**src/rtl/vsdc_pkg.sv**
```systemverilog
// ----------------------------------------------------------------------------
// vsdc_pkg
// Shared constants and types of the vertex set degeneracy checker.
// ----------------------------------------------------------------------------
package vsdc_pkg;

    // Input coordinate fields and configuration register widths.
    localparam int FIELD_W       = 32;
    localparam int NUM_IN_COORDS = 4;
    localparam int DIM_W         = 3;
    localparam int DIM_IDX_W     = 4;
    localparam int TOL_MAG_W     = 31;
    localparam int TSQ_W         = 2 * TOL_MAG_W;
    localparam int PADDR_W       = 3;

    // Register index, taken from paddr[2].
    localparam logic REG_TOLERANCE = 1'b0;
    localparam logic REG_SPACE_DIM = 1'b1;

    // Result status codes.
    localparam logic [1:0] STATUS_OK       = 2'd0;
    localparam logic [1:0] STATUS_NEG_TOL  = 2'd1;
    localparam logic [1:0] STATUS_OVERFLOW = 2'd2;

    // Classification attached to each item by the front end.
    typedef struct packed {
        logic last;
        logic stored;
    } vsdc_tag_t;

    localparam int TAG_W = $bits(vsdc_tag_t);

endpackage

```
**src/rtl/vsdc_front.sv**
```systemverilog
// ----------------------------------------------------------------------------
// vsdc_front
// Accepts vertex items, trims the coordinates to their working width and
// assigns each vertex a store slot or marks it as overflow.
// ----------------------------------------------------------------------------
module vsdc_front import vsdc_pkg::*; #(
    parameter int MAX_VERTICES = 64,
    parameter int MAX_DIM      = 4,
    parameter int COORD_WIDTH  = 32
) (
    input  logic                      aclk,
    input  logic                      aresetn,
    input  logic                      s_valid,
    output logic                      s_ready,
    input  logic signed [FIELD_W-1:0] s_coord_x,
    input  logic signed [FIELD_W-1:0] s_coord_y,
    input  logic signed [FIELD_W-1:0] s_coord_z,
    input  logic signed [FIELD_W-1:0] s_coord_w,
    input  logic                      s_last_vertex,
    output logic                      q_valid,
    input  logic                      q_ready,
    output logic [TAG_W+$clog2(MAX_VERTICES)+MAX_DIM*COORD_WIDTH-1:0] q_data
);

    localparam int AW   = $clog2(MAX_VERTICES);
    localparam int CNTW = $clog2(MAX_VERTICES + 1);
    localparam int VW   = MAX_DIM * COORD_WIDTH;
    localparam logic [CNTW-1:0] CNT_MAX = CNTW'(MAX_VERTICES);

    logic [NUM_IN_COORDS-1:0][FIELD_W-1:0] fields;
    logic [VW-1:0]                         coords;
    logic [CNTW-1:0]                       count_reg, count_next;
    vsdc_tag_t                             tag;
    logic                                  accept;

    assign fields = {s_coord_w, s_coord_z, s_coord_y, s_coord_x};

    // Each lane takes the low COORD_WIDTH bits of its sign-extended field;
    // lanes past the fourth carry zero.
    for (genvar j = 0; j < MAX_DIM; j++) begin : g_lane
        if (j < NUM_IN_COORDS) begin : g_used
            logic [2*FIELD_W-1:0] ext;
            assign ext = {{FIELD_W{fields[j][FIELD_W-1]}}, fields[j]};
            assign coords[j*COORD_WIDTH +: COORD_WIDTH] = ext[COORD_WIDTH-1:0];
        end else begin : g_zero
            assign coords[j*COORD_WIDTH +: COORD_WIDTH] = '0;
        end
    end

    assign tag.stored = (count_reg < CNT_MAX);
    assign tag.last   = s_last_vertex;

    assign q_valid = s_valid;
    assign s_ready = q_ready;
    assign q_data  = {tag, count_reg[AW-1:0], coords};
    assign accept  = s_valid && q_ready;

    always_comb begin
        count_next = count_reg;
        if (accept) begin
            if (s_last_vertex) begin
                count_next = '0;
            end else if (tag.stored) begin
                count_next = count_reg + 1'b1;
            end
        end
    end

    always_ff @(posedge aclk) begin
        if (!aresetn) begin
            count_reg <= '0;
        end else begin
            count_reg <= count_next;
        end
    end

endmodule

```
**config.mk**
```make
export PLATFORM = sky130hd
export DESIGN_NAME = vsdc_front
export DESIGN_NICKNAME = d
export VERILOG_FILES = /design/src/rtl/vsdc_pkg.sv /design/src/rtl/vsdc_front.sv
export SDC_FILE = /design/constraint.sdc
export NUM_CORES = 1
export LEC_CHECK = 0
export BUFFER_PORTS_ARGS = -buffer_cell sky130_fd_sc_hd__buf_4
export CORE_AREA = 2 2 105 107
export DETAILED_ROUTE_END_ITERATION = 8
export DIE_AREA = 0 0 107 109
export HOLD_SLACK_MARGIN = 0.08
export MAX_ROUTING_LAYER = met4
export PLACE_DENSITY_LB_ADDON = 0.05
export SLEW_MARGIN = 20
export SYNTH_ARGS = -nofsm -noshare
export SYNTH_HDL_FRONTEND = slang
export SYNTH_SLANG_ARGS = --single-unit
```
**constraint.sdc**
```tcl
create_clock -name aclk -period 1.8 [get_ports aclk]
set_input_delay 0.27 -clock aclk [delete_from_list [all_inputs] [get_ports aclk]]
set_output_delay 0.27 -clock aclk [all_outputs]
set_load 0.05 [all_outputs]
```
==> metrics.cfg <==
[run_status]
status=completed

[clock_network]
htree_levels=1
cts_buffer_depth=2
insertion_delay_ns=0.23
holdBufCountCts=0
cts_tree=built
post_cts_resized=0
clockRootBuffer=clkbuf_8
clk_pin_slew_worst_paths_ns=0.05
cts_buffers=3
cts_sinks=7
post-cts-setup-buffer-count=0

[route]
routed_wl_mm=2.46
routedWlPerCell_um=12.3
drtAntennaViolNets=0
vias_per_cell=2.58
drt_iter0_drc=16
drc=0
vias=515
dr.pass1.iters=4

[final_layout]
area_growth_pct=-50.6
antenna-diode-count=0
nFillCells=1243
fin_cells=200
largest_reg_flops=7
finalNetCount=195
fin_area_um2=689
drive_above_1_share_pct=30.0
final_util_pct=6.50

[global_routing]
antenna_found_initial=0
grt_max_degree=10
gr-total-overflow=0
grt_pass1_wl_mm=3.40
gr-usage-all-layers_pct=4.24
grt_pass1_vias=579

[setup_path]
crit_type=register to register
critPathSlowestCell=or4_1
critPathMaxStageDelay_ns=0.50
end_kind=register
reg2reg_from=count_reg[0]$_SDFFE_PN0P_
path_max_fanout=5
crit_chain=ha_1, inv_1, or4_1, a21oi_1
startpoint_type=register
arrival_ns=1.54
worstPathRequired_ns=1.96
crit_path_start=count_reg[0]$_SDFFE_PN0P_

[timing]
drv_slew=0
setup-violations-final=0
slew_headroom_pct=67.7
hold_viol=0
tns_ns=0
max_freq_mhz=724
worstMarginPinSlew_ns=0.484
fin_crit_sh_pct=76.7
period_minus_slack_ns=1.38
fin_worst_skew_ns=0.000530
rsz0062_at_grt=false
hold_slack_ns=0.356

[placement]
portBuffers=14
dp_cells=196
placed_area_um2=644
gp_congestion=0.549
place_hpwl_mm=1.99

[logic_synthesis]
synthCells=180
ys.warnings.count=0
synth_seq_area_share_pct=10.0
syn_area_um2=1400
synth_nets=314
synth_seq_cells=7
syn_area_per_cell_um2=7.76
synth.distinct_cells=20

[floorplan]
design.die.area_um2=11700
initial_core_util_pct=13.2
io-pin-count=271
die_h_um=109
fp-row-count=38
core_area_um2=10600
die-width_um=107

[job]
maxCapViolCount=0

[power]
p_per_area_nw_per_um2=641
p_leak_nw=0.202
peakVddDrop_v=0.0000994

[min_path]
hold_start=s_last_vertex
hold_path_class=input port to register

==> cells in the mapped netlist <==
library cell,n,area [µm²]
nand2_2,1,6.26
nor2b_1,2,12.5
or4_1,2,15.0
a21boi_1,1,7.51
dfxtp_1,7,140
nand3_1,5,25.0
or4b_1,1,10.0
buf_1,1,3.75
nand3b_1,3,22.5
ha_1,1,12.5
a21oi_1,1,5.00
buf_4,137,1030
nand4_1,1,6.26
nor4_1,3,18.8
o21ai_0,3,15.0
mux2i_1,3,30.0
nand2_1,3,11.3
o31ai_1,1,7.51
inv_1,3,11.3
a21boi_0,1,7.51
==> placed cells by master (no fill, tap or decap) <==
cell,instances
buf_4,14
dfxtp_1,7
nand3_1,5
inv_1,3
nand3b_1,3
nand2_1,3
nor4_1,3
mux2i_1,3
o21ai_0,3
clkbuf_8,3
nor2b_1,2
or4_1,2
nand2_2,1
nand4_1,1
o31ai_1,1
a21oi_1,1
or4b_1,1
a21boi_1,1
a21boi_0,1
ha_1,1
clkbuf_1,1
==> worst max-delay path, delay by kind of cell (launching register included) <==
family | cells | cell delay (ns)
adders and majority gates | 1 | 0.20
AOI/OAI and AO/OA | 1 | 0.15
DFF | 1 | 0.38
and+or+nand+nor | 1 | 0.50
buffers and inverters | 1 | 0.07
==> final timing paths <==
path / endpoint / slack, ns / cells after the start
min: count_reg[1]$_SDFFE_PN0P_ / 0.36 / 3
max reg2reg: count_reg[2]$_SDFFE_PN0P_ / 0.42 / 4
min reg2reg: count_reg[1]$_SDFFE_PN0P_ / 0.51 / 2
max: count_reg[2]$_SDFFE_PN0P_ / 0.42 / 4
==> metal layers <==
metal  up-vias  part of all wire (%)  global-route usage [%]
met2        60                    40                    5.37
li1        195                     -                       -
met1       212                    32                    3.47
met3        48                    14                    2.27
met4         0                    13                    6.96
met5         -                     0                       -
==> layout make-up <==
type                    count  area [µm²]  share of cell area [%]
well taps                 140         175                    25.4
repair buffers             14         105                    15.2
clock buffers               4        45.0                    6.53
flip-flops and latches      7         140                    20.3
multi-input cells          32         213                    30.9
inverters                   3        11.3                    1.63
==> stage by stage <==
stage / power (W) / setup WS [ns]
floorplan: 0.000963 / 0.550
global placement: 0.000216 / 0.424
global route: 0.000467 / 0.346
finish: 0.000442 / 0.420
detailed placement: 0.000215 / 0.424
CTS: 0.000455 / 0.403
==> cells by family (layout without fill, tap and decap cells) <==
group,Yosys count,count (layout),synth area share (%)
flops,7,7,10.0
buf+inv,141,21,74.7
fa+ha+maj,1,1,0.896
simple gates,21,21,9.14
mux,3,3,2.15
compound gates,7,7,3.05
==> power breakdown <==
group	internal, W	leakage, nW	switching [W]
combinational	0.0000164	0.123	0.0000349
sequential	0.000157	0.0565	0.00000140
clock	0.000154	0.0228	0.0000783
(Power assumes the default switching activity.)
