## src/rtl/vsdc_fifo.sv

```systemverilog
// ----------------------------------------------------------------------------
// vsdc_fifo
// Two-entry queue between the front end and the comparison engine.
// ----------------------------------------------------------------------------
module vsdc_fifo #(
    parameter int WIDTH = 8
) (
    input  logic             aclk,
    input  logic             aresetn,
    input  logic             in_valid,
    output logic             in_ready,
    input  logic [WIDTH-1:0] in_data,
    output logic             out_valid,
    input  logic             out_ready,
    output logic [WIDTH-1:0] out_data
);

    logic [WIDTH-1:0] entry_reg [2];
    logic             wr_ptr_reg, wr_ptr_next;
    logic             rd_ptr_reg, rd_ptr_next;
    logic [1:0]       count_reg, count_next;
    logic             push, pop;

    assign in_ready  = (count_reg != 2'd2);
    assign out_valid = (count_reg != 2'd0);
    assign out_data  = entry_reg[rd_ptr_reg];
    assign push      = in_valid && in_ready;
    assign pop       = out_valid && out_ready;

    always_comb begin
        wr_ptr_next = push ? ~wr_ptr_reg : wr_ptr_reg;
        rd_ptr_next = pop ? ~rd_ptr_reg : rd_ptr_reg;
        count_next  = count_reg;
        if (push && !pop) begin
            count_next = count_reg + 2'd1;
        end else if (pop && !push) begin
            count_next = count_reg - 2'd1;
        end
    end

    always_ff @(posedge aclk) begin
        if (!aresetn) begin
            wr_ptr_reg <= 1'b0;
            rd_ptr_reg <= 1'b0;
            count_reg  <= 2'd0;
        end else begin
            wr_ptr_reg <= wr_ptr_next;
            rd_ptr_reg <= rd_ptr_next;
            count_reg  <= count_next;
        end
    end

    always_ff @(posedge aclk) begin
        if (push) begin
            entry_reg[wr_ptr_reg] <= in_data;
        end
    end

endmodule

```

## config.mk

```make
export PLATFORM = sky130hd
export DESIGN_NAME = vsdc_fifo
export DESIGN_NICKNAME = d
export VERILOG_FILES = /design/src/rtl/vsdc_fifo.sv
export SDC_FILE = /design/constraint.sdc
export NUM_CORES = 1
export LEC_CHECK = 0
export BUFFER_PORTS_ARGS = -buffer_cell sky130_fd_sc_hd__clkbuf_2
export CORE_MARGIN = 1.5
export CORE_UTILIZATION = 40
export CTS_CLUSTER_DIAMETER = 40
export CTS_CLUSTER_SIZE = 25
export DETAILED_ROUTE_END_ITERATION = 8
export PLACE_DENSITY = 0.69
export REMOVE_ABC_BUFFERS = 1
export SLEW_MARGIN = 30
export SYNTH_ARGS = -nofsm -noshare
export SYNTH_HDL_FRONTEND = slang
export SYNTH_SLANG_ARGS = --single-unit
```

## constraint.sdc

```tcl
create_clock -name aclk -period 1.7 [get_ports aclk]
set_input_delay 0.085 -clock aclk [delete_from_list [all_inputs] [get_ports aclk]]
set_output_delay 0.085 -clock aclk [all_outputs]
set_load 0.02 [all_outputs]
```

==> out/qor.yml, run 1 <==
outcome:
  status: "complete, no violations"
logic_synthesis:
  syn_avg_cell_area_um2: 16.19
  ys_seq_elements: 21
  synth_cell_types: 17
  ys_warn_count: 0
  synthCells: 50
  ys_seq_area_frac: 0.7172
  synth_area_um2: 809.5
clocking:
  cts_root_buffer: "clkbuf_4"
  cts.repair.resized: 0
  cts.clk_slew.worst_paths_ns: 0.10
  cts_tree: "yes"
  worstSkewPairLatency_ns: 0.29
  holdBufCountCts: 8
  clock_path_buffers: 2
  cts_sinks: 21
  cts_buffers: 3
  cts_setup_buffers: 0
  h-tree-depth: 1
worst_setup_path:
  critPathLaunch: "count_reg[0]"
  worst_r2r_endpoint: "count_reg[1]"
  cp_max_fo: 5
  reg2reg_from: "count_reg[0]"
  critPathTopFamily: "simple AND/OR/NAND/NOR gates"
  critPathMaxStageDelay_ns: 0.37
  cpMaxStageDelayCell: "dfxtp_1"
  end_kind: "flip-flop"
  critPathBufInv: 0
  reg2reg_depth: 5
  path_cells: "nand2b_4, and2_1, ha_1, or3_1, a21oi_1"
  cp.arrival_ns: 1.82
  worstPathRequired_ns: 1.93
  start_kind: "flip-flop"
  crit_type: "reg -> reg"
  rrSetupSlack_ns: 0.10
drt:
  vias_per_cell: 4.373
  wirelength_um: 1235
  drt-met1-wl_um: 567
  drc: 0
  drt_iter0_drc: 4
  met2_wirelength_um: 613
  route.met3.wl_um: 46
  wire_per_inst_um: 11.23
  vias: 481
  dr.pass1.iters: 3
  final_antenna_net_count: 0
  highest_layer: "met4"
timing:
  whs_ns: 0.07736
  post-route-period-util: 0.9389
  setup_violations: 0
  fmax_mhz: 626.5
  finClkSkew_ns: 0.003561
  finalHoldViolations: 0
  fin_setup_tns_ns: 0
  worst_pin_slew_ns: 0.3607
  final_max_slew_viol_count: 0
  relSlewSlack: 0.7595
  rsz0062_at_grt: "false"
  layout_min_cycle_time_ns: 1.596
finish:
  nFillCells: 184
  finalNonFillerCells: 110
  diodes: 0
  seq_area_um2: 580.6
  multiInputGateArea_um2: 216.5
  area_delta_synth_final_pct: 30.60
  layout-drive-gt1-share: 0.4337
  largest_reg_flops: 16
  final_area_um2: 1057
  nets: 97
global_routing:
  overflow: 0
  grt_pass1_wl_um: 1711
  grt_max_degree: 12
  antenna_found_initial: 0
  grt_pass1_vias: 431
  grt.total_usage: 0.1138
placed_design:
  globalplace.congestion: 0.6085
  placed_area_um2: 950.9
  dpl.cell_count: 98
  place.port_buffers: 21
  dp_hpwl_um: 862.1
power_and_ir_drop:
  peakVddDrop_mv: 0.8238
  leakagePower_uw: 0.0004301
  powerDensity_nw_per_um2: 1361
hold_path:
  worstHoldStart: "aresetn"
  hold_path_depth: 3
  holdCritPathClass: "in -> reg"
die:
  die_area_um2: 2303
  die_h_um: 47.99
  core-area_um2: 1942
  initial_core_util: 0.4169
  io_pins: 22
  die_w_um: 47.99
  rows: 16
run:
  max_cap_viol_count: 0
[synth_stat cells]
cell type,count,area share
a21bo_2,1,0.012
a21oi_1,2,0.012
and2_1,1,0.0077
and3_1,1,0.0077
buf_2,1,0.0062
dfxtp_1,5,0.12
edfxtp_1,16,0.59
ha_1,1,0.015
inv_1,2,0.0093
mux2_2,8,0.11
nand2b_4,1,0.017
nand3b_1,1,0.0093
nor2_1,3,0.014
o21ai_0,2,0.012
or2_2,1,0.0077
or3_1,1,0.0077
xor2_1,3,0.032
[area by class of cell]
type,instances,area share
multi-input cells,26,0.2047
inverters,2,0.007101
clock buffers,4,0.02485
well taps,27,0.03195
flip-flops and latches,21,0.5491
repair buffers,30,0.1822
[report_power, final]
part | total (µW) | leakage [µW] | switching (µW) | internal (µW)
Sequential | 720 | 0.000191 | 69.3 | 651
Clock | 222 | 0.0000150 | 131 | 91.1
Combinational | 497 | 0.000224 | 262 | 235
Total | 1440 | 0.000430 | 462 | 977
[cells by family after synthesis]
| family | after synthesis | synth area share |
|---|---|---|
| flip-flops | 21 | 0.7172 |
| AND/OR/NAND/NOR | 9 | 0.07112 |
| multiplexers | 8 | 0.1113 |
| AO/OA/AOI/OAI | 5 | 0.03710 |
| XOR/XNOR | 3 | 0.03246 |
| buffers and inverters | 3 | 0.01545 |
| adder cells (fa/ha/maj) | 1 | 0.01545 |
[tightest hold or removal path, delay by kind of cell]
family                 cells  cell delay (ns)
and+or+nand+nor            1             0.10
buffers and inverters      2             0.14
[layout by cell type (no fill, tap or decap), types with 2 or more instances in the layout]
master,instances
inv_1,2
clkbuf_4,3
dlygate4sd3_1,8
nor2_1,3
mux2_2,8
xor2_1,3
o21ai_0,2
dfxtp_1,5
clkbuf_2,21
edfxtp_1,16
a21oi_1,2
[how the worst max path moves through the flow]
| stage | endpoint | cells past startpoint |
|---|---|---|
| 3_5_place_dp | count_reg[1] | 5 |
| 5_1_grt | count_reg[1] | 5 |
| 3_3_place_gp | count_reg[1] | 5 |
| 4_1_cts | count_reg[1] | 5 |
| 6_report | count_reg[1] | 5 |
| 2_1_floorplan | count_reg[1] | 5 |
[layer usage]
layer | GRT usage | up-vias
met1 | 0.1388 | 215
met3 | 0.03396 | 2
met4 | 0.06486 | 0
met2 | 0.1787 | 14
li1 | - | 250
met5 | 0 | -
[stage by stage]
step,util,setup WS (ns),power [µW]
CTS,0.5445,0.09497,1460
global route,0.5445,0.02165,1529
global placement,0.4897,0.1826,1202
detailed placement,0.4897,0.1196,1222
finish,0.5445,0.1039,1439
floorplan,-,0.1579,1068
Note: power is estimated with default switching activity, not from simulation.
==> run 2, diff against run 1 <==
Settings changed: CELL_PAD_IN_SITES_DETAIL_PLACEMENT set to 1, CELL_PAD_IN_SITES_GLOBAL_PLACEMENT set to 2, CORE_UTILIZATION 40 to 34, CTS_CLUSTER_DIAMETER 40 to 150, PLACE_DENSITY 0.69 to 0.8.
==> run 2 against run 1 <==
Effect of this change: global-route usage down 0.097 points; count of clock-buffer cells in the layout stayed put; critical endpoint unchanged; flip-flop and latch count is the same; fmax is 1.0% lower; die area is 17% higher; sequential share of layout area fell by 0.065 points; wire length is 11% higher; first-iteration DRC count fell by 100%; highest routed layer is now met3; via count is 1.9% higher.
==> out/qor.yml, run 2 (synthesis gave the netlist of run 1 again) <==
die:
  die_h_um: 51.80
  rows: 17
  core-area_um2: 2233
  die_w_um: 51.80
  die_area_um2: 2683
  initial_core_util: 0.3625
  io_pins: 22
drt:
  wirelength_um: 1366
  final_antenna_net_count: 0
  wire_per_inst_um: 12.31
  drt_iter0_drc: 0
  drc: 0
  vias: 490
  vias_per_cell: 4.414
  dr.pass1.iters: 1
timing:
  relSlewSlack: 0.7439
  fmax_mhz: 620.2
  layout_min_cycle_time_ns: 1.612
  post-route-period-util: 0.9485
  finClkSkew_ns: 0.01109
  worst_pin_slew_ns: 0.3842
  final_max_slew_viol_count: 0
  whs_ns: 0.07978
  finalHoldViolations: 0
  fin_setup_tns_ns: 0
  rsz0062_at_grt: "false"
  setup_violations: 0
power_and_ir_drop:
  leakagePower_uw: 0.0004301
  powerDensity_nw_per_um2: 1371
  peakVddDrop_mv: 0.6158
worst_setup_path:
  critPathBufInv: 0
  rrSetupSlack_ns: 0.09
  critPathMaxStageDelay_ns: 0.37
  critical_path_depth: 5
  end_kind: "flip-flop"
  crit_type: "reg -> reg"
  reg2reg_depth: 5
  reg2reg_from: "count_reg[0]"
  worst_r2r_endpoint: "count_reg[1]"
  critPathTopFamily: "simple AND/OR/NAND/NOR gates"
  path_cells: "nand2b_4, and2_1, ha_1, or3_1, a21oi_1"
  start_kind: "flip-flop"
  cp.arrival_ns: 1.84
  cpMaxStageDelayCell: "dfxtp_1"
  worstPathRequired_ns: 1.93
  cp_max_fo: 5
clocking:
  clock_path_buffers: 2
  h-tree-depth: 1
  cts_buffers: 3
  cts_sinks: 21
  cts_root_buffer: "clkbuf_4"
  worstSkewPairLatency_ns: 0.29
  cts_tree: "yes"
  cts.clk_slew.worst_paths_ns: 0.12
global_routing:
  grt_pass1_vias: 505
  antenna_found_initial: 0
  grt_max_degree: 12
  grt_pass1_wl_um: 2214
  overflow: 0
  grt.total_usage: 0.1128
hold_path:
  worstHoldStart: "aresetn"
  holdCritPathClass: "in -> reg"
  hold_path_depth: 3
placed_design:
  globalplace.congestion: 0.6125
  dp_hpwl_um: 957.4
  place.port_buffers: 21
outcome:
  status: "complete, no violations"
run:
  max_cap_viol_count: 0
finish:
  diodes: 0
  layout-drive-gt1-share: 0.4337
  final_common_cell: "clkbuf_2"
  largest_reg_flops: 16
  nets: 97
  layout_common_cells: "21 x clkbuf_2, 16 x edfxtp_1, 8 x mux2_2, 8 x dlygate4sd3_1, 5 x dfxtp_1"
  area_delta_synth_final_pct: 30.76
-- run 2: cell counts in the layout (fill, tap and decap cells not counted) --
No cell type changed its count.
-- run 2: tightest hold or removal path, delay by kind of cell --
family	cells	cell delay, ns
buffers and inverters	2	0.15
and+or+nand+nor	1	0.11
-- run 2: per-layer routing --
layer  part of all wire  track usage
met1               0.45       0.1343
met2               0.51       0.1902
met3              0.042      0.02874
met4                  0      0.05263
met5                  0            0
-- run 2: stage by stage --
| step | area [µm²] | setup WS (ns) | cells | util | power [µW] |
|---|---|---|---|---|---|
| floorplan | 804.5 | 0.1579 | 49 | - | 1068 |
| global placement | 952.2 | 0.1730 | 99 | 0.4263 | 1215 |
| detailed placement | 952.2 | 0.1231 | 99 | 0.4263 | 1224 |
| CTS | 1059 | 0.08307 | 111 | 0.4740 | 1467 |
| global route | 1059 | 0.02460 | 111 | 0.4740 | 1537 |
| finish | 1059 | 0.08751 | 111 | 0.4740 | 1451 |
-- run 2: worst max-delay path by stage --
stage	startpoint	end	slack, ns
floorplan	count_reg[0]	count_reg[1]	0.16
finish	count_reg[0]	count_reg[1]	0.09
global route	count_reg[0]	count_reg[1]	0.02
CTS	count_reg[0]	count_reg[1]	0.08
global placement	count_reg[0]	count_reg[1]	0.17
detailed placement	count_reg[0]	count_reg[1]	0.12
-- run 2: repair_timing --
action / in CTS / in global routing
endpoints found under the hold margin: 16 / 0
setup buffers: 0 / 0
hold buffers: 8 / 0
resized for setup: 0 / 0
-- run 2: final cells by class --
cell class	count	area (µm²)
inverter	2	7.507
multi-input combinational	26	216.5
tap	28	35.03
clock buffer	4	26.28
fill	237	1175
sequential	21	580.6
timing repair buffer	30	192.7
-- run 2: power by group --
part	total [µW]	internal, µW	switching [µW]
Clock	231	91.2	139
Combinational	502	235	267
Sequential	719	651	68.2
